`src/design/ssnce_pkg.sv`:
```
// Shared types, constants and the digit-to-segment table for the
// seven-segment number command encoder. No dependencies.
`default_nettype none
package ssnce_pkg;

  // Widths of the port fields
  localparam int ValueW  = 15;
  localparam int ByteW   = 8;
  localparam int BrightW = 3;
  localparam int RemW    = 14;
  localparam int Digits  = 4;

  // Display limits in tenths
  localparam logic signed [ValueW-1:0] MaxTenths = 15'sd9999;
  localparam logic signed [ValueW-1:0] MinTenths = -15'sd999;

  // Command bytes sent to the display driver
  localparam logic [ByteW-1:0] CmdFixedAddr = 8'h44;
  localparam logic [ByteW-1:0] CmdAddrBase  = 8'hC0;
  localparam logic [ByteW-1:0] CmdDispCtrl  = 8'h88;
  localparam logic [ByteW-1:0] SegDot       = 8'h80;
  localparam logic [ByteW-1:0] SegMinus     = 8'h40;
  localparam logic [ByteW-1:0] SegBlank     = 8'h00;
  localparam logic [1:0]       DotDigit     = 2'd2;

  // Position of a byte inside one digit's four-byte sequence
  localparam logic [1:0] SubMode = 2'd0;
  localparam logic [1:0] SubAddr = 2'd1;
  localparam logic [1:0] SubData = 2'd2;
  localparam logic [1:0] SubCtrl = 2'd3;

  // Decimal weight of each digit position, most significant first
  localparam logic [RemW-1:0] Place [Digits] = '{14'd1000, 14'd100, 14'd10, 14'd1};

  // Four segment bytes, digit 0 in the lowest byte
  typedef logic [Digits-1:0][ByteW-1:0] seg_word_t;

  // Queue status seen by both sides
  typedef struct packed {
    logic full;
    logic empty;
  } fifo_status_t;

  // Front sequencer states
  typedef enum logic [1:0] {
    FrontIdle,
    FrontConv,
    FrontPush
  } front_state_t;

  // Seven-segment pattern, bit order XGFEDCBA
  function automatic logic [ByteW-1:0] seg_of(input logic [3:0] digit);
    logic [ByteW-1:0] seg;
    case (digit)
      4'd0: seg = 8'h3f;
      4'd1: seg = 8'h06;
      4'd2: seg = 8'h5b;
      4'd3: seg = 8'h4f;
      4'd4: seg = 8'h66;
      4'd5: seg = 8'h6d;
      4'd6: seg = 8'h7d;
      4'd7: seg = 8'h07;
      4'd8: seg = 8'h7f;
      4'd9: seg = 8'h6f;
      default: seg = SegBlank;
    endcase
    return seg;
  endfunction

endpackage
`default_nettype wire

```
`src/design/seven_segment_number_command_encoder_core.sv`:
```
// m_axis_tvalid rises once a value has passed the front end's conversion
// and push states, the queue and the registered output stage; with
// m_axis_tready high the first byte transfers on the next edge, and the
// sixteen bytes then follow one per cycle while m_axis_tready is high.
// The back-end byte counter sets the value rate; the front end runs
// ahead through a two-entry queue. Reset (rst, synchronous) empties the
// queue, clears the output stage and sets brightness to 7.
`default_nettype none
module seven_segment_number_command_encoder_core (
  input  wire logic        clk,
  input  wire logic        rst,
  input  wire logic        cfg_we,
  input  wire logic [2:0]  cfg_wdata,      // brightness
  input  wire logic        s_axis_tvalid,
  output logic             s_axis_tready,
  input  wire logic [15:0] s_axis_tdata,   // [14:0] value_tenths, [15] zero
  output logic             m_axis_tvalid,
  input  wire logic        m_axis_tready,
  output logic [7:0]       m_axis_tdata,   // [7:0] command_byte
  output logic [1:0]       m_axis_tuser,   // [0] frame_start, [1] frame_end
  output logic             m_axis_tlast    // last
);
  import ssnce_pkg::*;

  logic [BrightW-1:0] brightness;
  logic               q_push;
  logic               q_pop;
  seg_word_t          q_in;
  seg_word_t          q_out;
  fifo_status_t       q_status;
  logic [1:0]         flags;

  // Brightness register
  always_ff @(posedge clk) begin
    if (rst) begin
      brightness <= 3'd7;
    end else if (cfg_we) begin
      brightness <= cfg_wdata;
    end
  end

  ssnce_front u_front (
    .clk      (clk),
    .rst      (rst),
    .in_valid (s_axis_tvalid),
    .in_ready (s_axis_tready),
    .in_value (s_axis_tdata[ValueW-1:0]),
    .q_status (q_status),
    .q_push   (q_push),
    .q_data   (q_in)
  );

  ssnce_fifo u_fifo (
    .clk       (clk),
    .rst       (rst),
    .push      (q_push),
    .push_data (q_in),
    .pop       (q_pop),
    .pop_data  (q_out),
    .status    (q_status)
  );

  ssnce_back u_back (
    .clk        (clk),
    .rst        (rst),
    .brightness (brightness),
    .q_status   (q_status),
    .q_data     (q_out),
    .q_pop      (q_pop),
    .out_valid  (m_axis_tvalid),
    .out_ready  (m_axis_tready),
    .out_byte   (m_axis_tdata),
    .out_flags  (flags),
    .out_last   (m_axis_tlast)
  );

  // flags carry {end, start}: start in the low tuser bit
  assign m_axis_tuser = flags;

endmodule
`default_nettype wire

```
`src/design/ssnce_front.sv`:
```
// Front end: accepts a value in tenths, checks range and sign, and turns
// it into four segment bytes, one digit per cycle. Depends on ssnce_pkg.
`default_nettype none
module ssnce_front (
  input  wire logic                        clk,
  input  wire logic                        rst,
  input  wire logic                        in_valid,
  output logic                             in_ready,
  input  wire logic [ssnce_pkg::ValueW-1:0] in_value,
  input  wire ssnce_pkg::fifo_status_t     q_status,
  output logic                             q_push,
  output ssnce_pkg::seg_word_t             q_data
);
  import ssnce_pkg::*;

  front_state_t state, state_next;
  logic [1:0]      idx;
  logic [RemW-1:0] rem;
  logic            neg;
  logic            ovf;
  seg_word_t       segs;

  logic                     conv_en;
  logic                     take;
  logic signed [ValueW-1:0] v;
  logic [ValueW-1:0]        mag;
  logic [3:0]               digit;
  logic [RemW-1:0]          sub;
  logic [RemW-1:0]          step;
  logic [ByteW-1:0]         seg;

  assign take = in_valid && in_ready;
  assign v    = signed'(in_value);
  assign mag  = v[ValueW-1] ? ValueW'(-v) : ValueW'(v);

  // Digit at the current place: largest k with k*place <= rem
  always_comb begin
    digit = 4'd0;
    sub   = '0;
    for (int k = 1; k <= 9; k++) begin
      step = RemW'(k) * Place[idx];
      if (rem >= step) begin
        digit = 4'(k);
        sub   = step;
      end
    end
  end

  // Segment byte for the digit being converted
  always_comb begin
    if (ovf) begin
      seg = SegBlank;
    end else if (neg && idx == 2'd0) begin
      seg = SegMinus;
    end else begin
      seg = seg_of(digit);
    end
  end

  // Next state
  always_comb begin
    state_next = state;
    case (state)
      FrontIdle: if (in_valid) state_next = FrontConv;
      FrontConv: if (idx == 2'd3) state_next = FrontPush;
      FrontPush: if (!q_status.full) state_next = FrontIdle;
      default:   state_next = FrontIdle;
    endcase
  end

  // State outputs
  always_comb begin
    in_ready = 1'b0;
    conv_en  = 1'b0;
    q_push   = 1'b0;
    case (state)
      FrontIdle: in_ready = 1'b1;
      FrontConv: conv_en  = 1'b1;
      FrontPush: q_push   = !q_status.full;
      default:   in_ready = 1'b0;
    endcase
  end

  always_ff @(posedge clk) begin
    if (rst) begin
      state <= FrontIdle;
    end else begin
      state <= state_next;
    end
  end

  // Capture on accept, then peel one digit per cycle
  always_ff @(posedge clk) begin
    if (take) begin
      neg <= v[ValueW-1];
      ovf <= (v > MaxTenths) || (v < MinTenths);
      rem <= ((v > MaxTenths) || (v < MinTenths)) ? '0 : mag[RemW-1:0];
      idx <= 2'd0;
    end else if (conv_en) begin
      segs[idx] <= seg;
      rem       <= rem - sub;
      idx       <= idx + 2'd1;
    end
  end

  assign q_data = segs;

  // Remainder stays below 10000 whenever a digit is converted
  a_rem_range: assert property (@(posedge clk) disable iff (rst)
    conv_en |-> rem < RemW'(10000))
    else $error("front remainder out of range");

endmodule
`default_nettype wire

```
`src/design/ssnce_fifo.sv`:
```
// Two-entry queue of segment words between the front and back ends.
// Depends on ssnce_pkg.
`default_nettype none
module ssnce_fifo (
  input  wire logic                    clk,
  input  wire logic                    rst,
  input  wire logic                    push,
  input  wire ssnce_pkg::seg_word_t    push_data,
  input  wire logic                    pop,
  output ssnce_pkg::seg_word_t         pop_data,
  output ssnce_pkg::fifo_status_t      status
);
  import ssnce_pkg::*;

  seg_word_t  entry [2];
  logic       wr_ptr;
  logic       rd_ptr;
  logic [1:0] count;

  // Entry storage
  always_ff @(posedge clk) begin
    if (push) begin
      entry[wr_ptr] <= push_data;
    end
  end

  // Pointers and fill level
  always_ff @(posedge clk) begin
    if (rst) begin
      wr_ptr <= 1'b0;
      rd_ptr <= 1'b0;
      count  <= 2'd0;
    end else begin
      if (push) wr_ptr <= ~wr_ptr;
      if (pop)  rd_ptr <= ~rd_ptr;
      count <= count + {1'b0, push} - {1'b0, pop};
    end
  end

  assign pop_data     = entry[rd_ptr];
  assign status.full  = (count == 2'd2);
  assign status.empty = (count == 2'd0);

  a_no_overflow: assert property (@(posedge clk) disable iff (rst)
    push |-> !status.full || pop)
    else $error("queue push while full");

endmodule
`default_nettype wire

```
`src/design/ssnce_back.sv`:
```
// Back end: walks the sixteen command bytes of the queue head into a
// registered output stage. Depends on ssnce_pkg.
`default_nettype none
module ssnce_back (
  input  wire logic                          clk,
  input  wire logic                          rst,
  input  wire logic [ssnce_pkg::BrightW-1:0] brightness,
  input  wire ssnce_pkg::fifo_status_t       q_status,
  input  wire ssnce_pkg::seg_word_t          q_data,
  output logic                               q_pop,
  output logic                               out_valid,
  input  wire logic                          out_ready,
  output logic [ssnce_pkg::ByteW-1:0]        out_byte,
  output logic [1:0]                         out_flags,
  output logic                               out_last
);
  import ssnce_pkg::*;

  logic [3:0]       cnt;
  logic             fire;
  logic [1:0]       dig;
  logic [ByteW-1:0] byte_n;
  logic [1:0]       flags_n;

  assign fire  = !q_status.empty && (!out_valid || out_ready);
  assign q_pop = fire && (cnt == 4'hF);
  assign dig   = cnt[3:2];

  // Byte and framing flags {end, start} for the current count
  always_comb begin
    case (cnt[1:0])
      SubMode: begin
        byte_n  = CmdFixedAddr;
        flags_n = 2'b11;
      end
      SubAddr: begin
        byte_n  = CmdAddrBase | {6'd0, dig};
        flags_n = 2'b01;
      end
      SubData: begin
        byte_n  = (dig == DotDigit) ? (q_data[dig] | SegDot) : q_data[dig];
        flags_n = 2'b10;
      end
      SubCtrl: begin
        byte_n  = CmdDispCtrl + {5'd0, brightness};
        flags_n = 2'b11;
      end
      default: begin
        byte_n  = CmdFixedAddr;
        flags_n = 2'b11;
      end
    endcase
  end

  // Byte counter
  always_ff @(posedge clk) begin
    if (rst) begin
      cnt <= 4'd0;
    end else if (fire) begin
      cnt <= cnt + 4'd1;
    end
  end

  // Output stage
  always_ff @(posedge clk) begin
    if (rst) begin
      out_valid <= 1'b0;
    end else if (fire) begin
      out_valid <= 1'b1;
    end else if (out_ready) begin
      out_valid <= 1'b0;
    end
  end

  always_ff @(posedge clk) begin
    if (fire) begin
      out_byte  <= byte_n;
      out_flags <= flags_n;
      out_last  <= (cnt == 4'hF);
    end
  end

  a_mid_needs_head: assert property (@(posedge clk) disable iff (rst)
    cnt != 4'd0 |-> !q_status.empty)
    else $error("byte counter mid-sequence with empty queue");

  a_last_frame: assert property (@(posedge clk) disable iff (rst)
    out_valid && out_last |-> out_flags == 2'b11)
    else $error("last byte not a full frame");

  a_last_ctrl: assert property (@(posedge clk) disable iff (rst)
    out_valid && out_last |-> out_byte[7:3] == CmdDispCtrl[7:3])
    else $error("last byte is not display control");

endmodule
`default_nettype wire
```
`config.mk`:
```
export PLATFORM = sky130hd
export DESIGN_NAME = seven_segment_number_command_encoder_core
export DESIGN_NICKNAME = d
export VERILOG_FILES = /design/src/design/ssnce_pkg.sv /design/src/design/seven_segment_number_command_encoder_core.sv /design/src/design/ssnce_front.sv /design/src/design/ssnce_fifo.sv /design/src/design/ssnce_back.sv
export SDC_FILE = /design/constraint.sdc
export NUM_CORES = 1
export LEC_CHECK = 0
export ABC_AREA = 1
export BUFFER_PORTS_ARGS = -buffer_cell sky130_fd_sc_hd__buf_2
export CORE_ASPECT_RATIO = 0.5
export CORE_MARGIN = 10
export CORE_UTILIZATION = 66
export CTS_CLUSTER_DIAMETER = 80
export DETAILED_ROUTE_END_ITERATION = 8
export PLACE_DENSITY = 0.87
export SLEW_MARGIN = 20
export SYNTH_ARGS = -nofsm -noshare
export SYNTH_HDL_FRONTEND = slang
export SYNTH_SLANG_ARGS = --single-unit
```
`constraint.sdc`:
```
create_clock -name clk -period 14.7 [get_ports clk]
set_input_delay 1.47 -clock clk [delete_from_list [all_inputs] [get_ports clk]]
set_output_delay 1.47 -clock clk [all_outputs]
set_load 0.01 [all_outputs]
```
==> results.json, run 1 <==
{
  "wirelength_um": 25600,
  "hpwl_um": 17900,
  "ir_drop_uv": 123,
  "num_rows": 30,
  "synth_nets": 1213,
  "use_met3": 0.0489,
  "netlist_area_um2": 9060,
  "p_sw_frac": 0.484,
  "p_comb_frac": 0.570,
  "instances_no_fill": 1313,
  "clock_latency_ns": 0.41,
  "r2r_cells": 26,
  "wl_per_cell_um": 19.5,
  "ys_ff_latch": 128,
  "pin_count": 37,
  "cts-htree-levels": 4,
  "timing.final.hold_violations": 0,
  "antenna_found_initial": 0,
  "slew_headroom": 0.420,
  "setup_viol": 0,
  "required_ns": 14.87,
  "final_nets": 1250,
  "n_antenna_cell": 0,
  "cp_data_arrival_time_ns": 6.62,
  "synth.avg_cell_area_um2": 8.33,
  "clock_sinks": 128,
  "grt-ovfl-total": 0,
  "post-route-period-util": 0.439,
  "critPathMostFrequentCell": "nand2_1",
  "grt_max_degree": 30,
  "area_growth_pct": 10.6,
  "rsz0062_at_grt": "no",
  "yosys_warnings": 0,
  "critPathLaunchType": "flip-flop",
  "post_synth_inst_count": 1087,
  "slew_viol_final": 0,
  "pwr-share-seq": 0.231,
  "cp_max_fo": 20,
  "pwr-share-clk": 0.200,
  "yosysMostFrequentCell": "nand2_1",
  "clk_pin_slew_ns": 0.07,
  "die_area_um2": 19100,
  "initial_core_util": 0.672,
  "cts_tree": "built",
  "synthTopCellsByCount": "nand2_1 (235), nor2_1 (114), edfxtp_1 (111)",
  "route.detailed.drc": 0,
  "clockBufferDepth": 2,
  "synthArstFlopShare": 0,
  "grtUsageMet2": 0.446,
  "whs_path_depth": 0,
  "gp_congestion": 0.925,
  "fin_setup_tns_ns": 0,
  "worst_pin_slew_ns": 0.866,
  "synth_edf_count": 111,
  "powerDensity_nw_per_um2": 229,
  "coreArea_um2": 13500,
  "status": "complete, no violations",
  "fmax_ghz": 0.155,
  "vias_per_cell": 6.28,
  "fin_skew_ns": 0.0137,
  "io_buffer_count": 35,
  "drtIter0Drc": 994,
  "grt_pass1_vias": 7807,
  "end_kind": "flip-flop",
  "synth.distinct_cells": 55,
  "slowest_stage": "nor2_2",
  "route.vias.total": 8249,
  "p_leak_nw": 4.29,
  "cts_root_buf": "clkbuf_16",
  "ys_seq_area_frac": 0.406,
  "numCtsBuffers": 17,
  "synth_top_area_frac": 0.368,
  "min_path_type": "flip-flop to flip-flop",
  "synthFlopType": "edfxtp_1",
  "cts_resized": 0,
  "max_stage_delay_ns": 0.66,
  "grt_use_total": 0.272,
  "gr-usage-met1": 0.352,
  "grt_pass1_wl_um": 40500,
  "min_period_ns": 6.45,
  "drive_above_1_share": 0.104,
  "p_int_mw": 1.18,
  "holdBufCountCts": 0,
  "top_usage_layer": "met2",
  "finalPower_mw": 2.30,
  "post_cts_buffers": 0,
  "die_h_um": 103,
  "maxCapViolCount": 0,
  "netlist.top_cell.by_area": "edfxtp_1",
  "p_sw_mw": 1.11,
  "dp_cells": 1281,
  "synth.area.top_cells": "edfxtp_1 (37%), ha_1 (14%), nand2_1 (9.7%), nor2_1 (4.7%), a21oi_1 (4.7%)",
  "die_w_um": 186,
  "ant_nets": 0,
  "first_pass_iters": 5,
  "crit_type": "flip-flop to flip-flop"
}
-- area by class of cell --
class	count	area, µm²
inverters	125	472
clock inverters	14	210
fillers	973	3460
multi-input cells	812	4800
repair buffers	40	213
well taps	176	220
flip-flops and latches	128	3670
clock buffers	18	429
-- logic make-up (layout without fill, tap and decap cells) --
group / after synthesis / in the layout / synth area share
xor+xnor: 19 / 19 / 0.0184
buf+inv: 147 / 197 / 0.0652
compound gates: 229 / 229 / 0.144
simple gates: 462 / 462 / 0.224
fa+ha+maj: 102 / 102 / 0.143
flops: 128 / 128 / 0.406
-- power groups by stage --
stage	logic, mW	registers, mW	clock network, mW
finish	1.31	0.530	0.459
global route	1.47	0.534	0.473
CTS	1.27	0.527	0.459
detailed placement	1.25	0.534	0
global placement	1.20	0.533	0
floorplan	0.978	0.502	0
-- worst max-delay path: cells and delay by family, from the launching register on --
family,cells,cell delay (ns)
buf+inv,5,1.32
flops,1,0.30
compound gates,7,1.18
fa+ha+maj,3,1.43
simple gates,10,1.82
xor+xnor,1,0.14
-- final timing paths --
path | start | endpoint | slack, ns
max reg2reg | u_front.idx[1] | u_front.rem[12] | 8.25
max | u_front.idx[1] | u_front.rem[12] | 8.25
min reg2reg | u_front.q_data[8] | u_fifo.entry[0][8] | 0.45
min | u_front.q_data[8] | u_fifo.entry[0][8] | 0.45
-- metrics by stage --
stage	setup slack, ns	hold WS [ns]	instance area [µm²]	util
6_report	8.25	0.446	10000	0.743
2_1_floorplan	10.01	0.421	9060	-
3_3_place_gp	8.59	0.423	9380	0.696
3_5_place_dp	8.51	0.430	9380	0.696
4_1_cts	8.49	0.447	10000	0.743
5_1_grt	7.91	0.450	10000	0.743
-- state kept, by name, summed over array words and instances, names as in the netlist, named ones only --
signal / flops
u_back.out_last: 1
u_back.out_byte: 8
u_front.state: 2
u_front.ovf: 1
u_fifo.count: 2
u_back.out_valid: 1
u_fifo.rd_ptr: 1
u_back.cnt: 4
brightness: 3
u_front.rem: 14
u_fifo.entry: 56
u_front.idx: 2
u_front.neg: 1
u_fifo.wr_ptr: 1
u_front.q_data: 28
u_back.out_flags: 2
-- cell usage in the layout (no fill, tap or decap), types with 3 or more instances in the layout --
| cell type | instances |
|---|---|
| inv_1 | 110 |
| a21oi_1 | 85 |
| nor2_4 | 3 |
| ha_1 | 100 |
| nor3_1 | 18 |
| bufinv_16 | 4 |
| edfxtp_1 | 111 |
| o211ai_1 | 3 |
| nand2_2 | 5 |
| clkinv_1 | 3 |
| nand4_1 | 10 |
| inv_2 | 11 |
| a21oi_2 | 4 |
| xor2_1 | 13 |
| nor2_1 | 112 |
| o22ai_1 | 17 |
| a21boi_1 | 4 |
| o21ai_1 | 8 |
| xnor2_1 | 6 |
| o21ai_0 | 70 |
| o21a_1 | 6 |
| nand3_2 | 8 |
| buf_4 | 5 |
| nor4_1 | 10 |
| nand3_1 | 44 |
| buf_2 | 35 |
| clkinv_4 | 6 |
| o32ai_1 | 3 |
| nor2_2 | 4 |
| clkbuf_16 | 17 |
| o311ai_0 | 6 |
| a31oi_1 | 10 |
| nand2_1 | 235 |
| dfxtp_1 | 17 |
-- metal layers --
layer / vias up / share of wire / wire [µm]
li1: 3852 / - / -
met1: 3835 / 0.42 / 10800
met2: 492 / 0.45 / 11600
met3: 70 / 0.097 / 2490
met4: 0 / 0.027 / 700
met5: - / 0 / 0
No activity file was read; power rests on OpenSTA's default activity.
==> run 2: changes to the inputs <==
- ABC_AREA: 1 -> 0
- CORE_UTILIZATION: 66 -> 63
- PLACE_DENSITY: 0.87 -> 0.84
- clock period: 14.7 -> 6.1 ns (I/O delays scaled with it)
==> results.json, run 2 <==
{
  "fin_skew_ns": 0.0113,
  "cp_data_arrival_time_ns": 6.05,
  "layout_setup_ws_ns": 0.207,
  "wl_per_cell_um": 23.3,
  "final_common_cell": "edfxtp_1",
  "final_nets": 1003,
  "ant_nets": 0,
  "final_cell_mix": "edfxtp_1 (111), ha_1 (98), nor2_1 (55)",
  "io_buffer_count": 35,
  "min_path_type": "input port to flip-flop",
  "gp_congestion": 0.970,
  "n_antenna_cell": 0,
  "num_rows": 30,
  "initial_core_util": 0.645,
  "drtIter0Drc": 827,
  "grt_pass1_vias": 6837,
  "cts_resized": 0,
  "cts-htree-levels": 4,
  "grt-ovfl-total": 0,
  "netlist_area_um2": 8740,
  "grt_pass1_wl_um": 38700,
  "drive_above_1_share": 0.169,
  "holdBufCountCts": 0,
  "crit_type": "flip-flop to flip-flop",
  "ir_drop_uv": 309,
  "yosysMostFrequentCell": "edfxtp_1",
  "synth_edf_count": 111,
  "slew_headroom": 0.377,
  "nFillCells": 936,
  "wirelength_um": 25200,
  "clockBufferDepth": 2,
  "synth.avg_cell_area_um2": 10.7,
  "route.vias.total": 7239,
  "top_register": "u_fifo.entry",
  "yosys_warnings": 0,
  "hpwl_um": 17700,
  "critPathLaunchType": "flip-flop",
  "die_area_um2": 19300,
  "synthArstFlopShare": 0,
  "grt_max_degree": 29,
  "grt_use_total": 0.259,
  "fmax_ghz": 0.170,
  "synthTopCellsByCount": "edfxtp_1 (111), ha_1 (100), nor2_1 (57)",
  "pin_count": 37,
  "synth.area.top_cells": "edfxtp_1 (38%), ha_1 (14%), dfxtp_1 (3.9%), mux4_2 (3.6%), a21oi_1 (3.0%)",
  "design_area_um2": 9950,
  "post_cts_buffers": 0,
  "required_ns": 6.26,
  "powerDensity_nw_per_um2": 599,
  "first_pass_iters": 6,
  "fin_util": 0.735,
  "end_kind": "flip-flop",
  "place_ws_ns": 0.0600,
  "die_w_um": 187,
  "clock_sinks": 128,
  "min_period_ns": 5.89,
  "synth_top_area_frac": 0.381,
  "dpl_cell_area_um2": 9320,
  "synth_nets": 943,
  "p_leak_nw": 3.82,
  "antenna_found_initial": 0,
  "maxCapViolCount": 0,
  "area_growth_pct": 13.9,
  "largest_reg_flops": 56,
  "clock_latency_ns": 0.42,
  "worst_pin_slew_ns": 0.934,
  "cts_root_buf": "clkbuf_16",
  "cp_max_fo": 6,
  "vias_per_cell": 6.69,
  "numCtsBuffers": 17,
  "status": "complete, no violations",
  "synth.distinct_cells": 81,
  "timing.final.hold_violations": 0,
  "instances_no_fill": 1082,
  "ys_ff_latch": 128,
  "synthFlopType": "edfxtp_1",
  "clk_pin_slew_ns": 0.07,
  "netlist.top_cell.by_area": "edfxtp_1",
  "coreArea_um2": 13600,
  "ys_seq_area_frac": 0.420,
  "die_h_um": 103,
  "post-route-period-util": 0.966,
  "cts_tree": "built",
  "route.detailed.drc": 0,
  "slew_viol_final": 0,
  "setup_viol": 0,
  "post_synth_inst_count": 817,
  "dp_cells": 1050
}
-- run 2: path summary, 6_finish.rpt --
path         cells past startpoint               start  slack [ns]                  end
max                             24      u_front.idx[1]        0.21      u_front.rem[12]
min                              2        cfg_wdata[1]        0.40        brightness[1]
max reg2reg                     24      u_front.idx[1]        0.21      u_front.rem[12]
min reg2reg                      0  u_front.q_data[28]        0.45  u_fifo.entry[0][28]
-- run 2: cell type report --
| cell class | instances | area [µm²] | area share |
|---|---|---|---|
| clock buffers | 17 | 425 | 0.0427 |
| clock inverters | 15 | 170 | 0.0171 |
| inverters | 33 | 124 | 0.0124 |
| multi-input cells | 623 | 4850 | 0.487 |
| flip-flops and latches | 128 | 3670 | 0.369 |
| well taps | 192 | 240 | 0.0241 |
| repair buffers | 74 | 468 | 0.0470 |
-- run 2: kinds of logic (layout without fill, tap and decap cells) --
family | Yosys count | in the layout | share of synthesized area
adder cells (fa/ha/maj) | 102 | 102 | 0.148
flip-flops | 128 | 128 | 0.420
AO/OA/AOI/OAI | 228 | 228 | 0.178
XOR/XNOR | 37 | 37 | 0.0371
multiplexers | 29 | 29 | 0.0542
buffers and inverters | 66 | 139 | 0.0301
AND/OR/NAND/NOR | 227 | 227 | 0.132
-- run 2: per-layer routing --
metal  part of all wire  GRT usage
met1               0.43      0.338
met4              0.028     0.0917
met2               0.46      0.432
met5                  0          0
met3              0.084     0.0479
-- run 2: power breakdown --
group	internal, mW	switching (mW)
clock	0.613	0.420
combinational	1.49	2.20
sequential	1.11	0.130
-- run 2: critical path, cell delays in order, from the launching register on --
cell       delay [ns]
dfxtp_1          0.36
inv_1            0.16
ha_1             0.22
clkinv_1         0.28
ha_1             0.38
or4_4            0.51
a211oi_2         0.25
o211ai_1         0.17
nand2_1          0.23
a21boi_1         0.15
a2111oi_2        0.38
buf_4            0.18
nor2b_1          0.05
inv_1            0.11
and2_1           0.15
ha_1             0.18
fa_1             0.22
nor2b_1          0.06
o21ai_0          0.20
a21boi_0         0.14
or4_1            0.45
a31o_2           0.24
o41ai_2          0.23
xor2_1           0.21
o22ai_1          0.11
-- run 2: through the flow --
stage / hold slack, ns / power [mW] / TNS, ns
after global placement: 0.424 / 4.64 / 0
after CTS: 0.388 / 5.82 / 0
after floorplan: 0.421 / 3.67 / 0
final: 0.402 / 5.96 / 0
after detailed placement: 0.434 / 4.73 / 0
after global routing: 0.394 / 6.32 / -0.0191
==> run 3: changes to the inputs <==
- MAX_ROUTING_LAYER: default -> met4
==> results.json, run 3 (synthesis gave the netlist of run 2 again) <==
{
  "top_usage_layer": "met2",
  "p_sw_frac": 0.472,
  "p_leak_nw": 3.87,
  "grtUsageMet2": 0.435,
  "cts_tree": "built",
  "setup_viol": 0,
  "coreArea_um2": 13600,
  "dpl_cell_area_um2": 9390,
  "slew_viol_final": 0,
  "design_area_um2": 9970,
  "layout_setup_ws_ns": 0.308,
  "required_ns": 6.27,
  "drtIter0Drc": 984,
  "pwr-share-clk": 0.161,
  "status": "complete, no violations",
  "fmax_ghz": 0.173,
  "final_common_cell": "edfxtp_1",
  "use_met3": 0.0582,
  "hpwl_um": 18100,
  "cts-htree-levels": 4,
  "initial_core_util": 0.645,
  "holdBufCountCts": 0,
  "top_register": "u_fifo.entry",
  "post-route-period-util": 0.950,
  "die_area_um2": 19300,
  "die_w_um": 187,
  "end_kind": "flip-flop",
  "gr-usage-met1": 0.337,
  "antenna_found_initial": 0,
  "crit_type": "flip-flop to flip-flop",
  "n_antenna_cell": 0,
  "p_comb_frac": 0.631,
  "timing.final.hold_violations": 0,
  "wirelength_um": 25300,
  "instances_no_fill": 1092,
  "fin_skew_ns": 0.0138,
  "cp_max_fo": 9,
  "die_h_um": 103,
  "vias_per_cell": 6.67,
  "grt_use_total": 0.270,
  "grt_pass1_wl_um": 39400,
  "cts_root_buf": "clkbuf_16",
  "powerDensity_nw_per_um2": 600,
  "dp_cells": 1059,
  "pin_count": 37,
  "place_ws_ns": 0.202,
  "pwr-share-seq": 0.209,
  "num_rows": 30,
  "grt_pass1_vias": 7062,
  "cp_data_arrival_time_ns": 5.96,
  "drive_above_1_share": 0.174,
  "first_pass_iters": 8,
  "worst_pin_slew_ns": 1.03,
  "maxCapViolCount": 0,
  "min_period_ns": 5.79,
  "io_buffer_count": 35,
  "clk_pin_slew_ns": 0.06,
  "final_cell_mix": "edfxtp_1 (111), ha_1 (100), nor2_1 (55)",
  "numCtsBuffers": 17,
  "final_nets": 1013,
  "finalPower_mw": 5.98,
  "p_sw_mw": 2.82,
  "area_growth_pct": 14.0,
  "gp_congestion": 1.02,
  "clock_latency_ns": 0.42,
  "wl_per_cell_um": 23.2,
  "route.vias.total": 7281,
  "slew_headroom": 0.316,
  "grt_max_degree": 29,
  "ir_drop_uv": 293,
  "route.detailed.drc": 0,
  "p_int_mw": 3.16,
  "critPathLaunchType": "flip-flop",
  "clock_sinks": 128,
  "ant_nets": 0,
  "largest_reg_flops": 56,
  "grt-ovfl-total": 0,
  "fin_util": 0.736,
  "min_path_type": "input port to flip-flop",
  "clockBufferDepth": 2
}
[run 3: routing by layer]
layer  wire length (µm)  part of all wire
met2              11600              0.46
met1              10800              0.43
met4                662             0.026
met3               2330             0.092
met5                  0                 0
[run 3: layout make-up]
type | count | area [µm²]
clock buffer | 17 | 425
sequential | 128 | 3670
inverter | 33 | 128
tap | 192 | 240
clock inverter | 15 | 124
timing repair buffer | 84 | 543
multi-input combinational | 623 | 4840
fill | 921 | 3580
[run 3: what timing repair did]
action | CTS | global route
resized for setup | 0 | 5
setup endpoints to repair | 0 | 4
buffers inserted | 0 | 1
[run 3: worst max-delay path: stages (launching register included)]
cell	delay (ns)
dfxtp_1	0.39
inv_1	0.10
buf_4	0.20
ha_1	0.20
buf_4	0.18
xnor2_1	0.45
ha_1	0.33
o21ai_0	0.08
a21oi_1	0.09
a211oi_1	0.20
o211ai_1	0.36
and3b_1	0.44
nand2_1	0.10
o31a_1	0.32
ha_1	0.33
nor2b_1	0.15
o21ai_0	0.20
a21boi_0	0.16
or4_1	0.45
a31o_2	0.24
o41ai_2	0.25
xor2_1	0.19
o22ai_1	0.10
[run 3: power groups by stage]
stage	clock, mW	sequential [mW]	combinational [mW]
5_1_grt	1.00	1.25	4.09
3_3_place_gp	0	1.26	3.49
2_1_floorplan	0	1.22	2.46
6_report	0.960	1.25	3.77
4_1_cts	0.965	1.24	3.61
3_5_place_dp	0	1.26	3.57
[run 3: metrics by stage]
| stage | hold slack [ns] | TNS, ns |
|---|---|---|
| 5_1_grt | 0.405 | -0.0428 |
| 3_5_place_dp | 0.435 | 0 |
| 6_report | 0.392 | 0 |
| 4_1_cts | 0.383 | 0 |
| 3_3_place_gp | 0.422 | 0 |
| 2_1_floorplan | 0.421 | 0 |
[run 3: worst paths after layout]
path / endpoint / start / depth (start not counted) / slack (ns)
worst min register to register: u_fifo.entry[1][2] / u_front.q_data[2] / 0 / 0.44
worst max-delay path: u_front.rem[12] / u_front.idx[1] / 22 / 0.31
worst max register to register: u_front.rem[12] / u_front.idx[1] / 22 / 0.31
worst min-delay path: brightness[0] / cfg_wdata[0] / 2 / 0.39
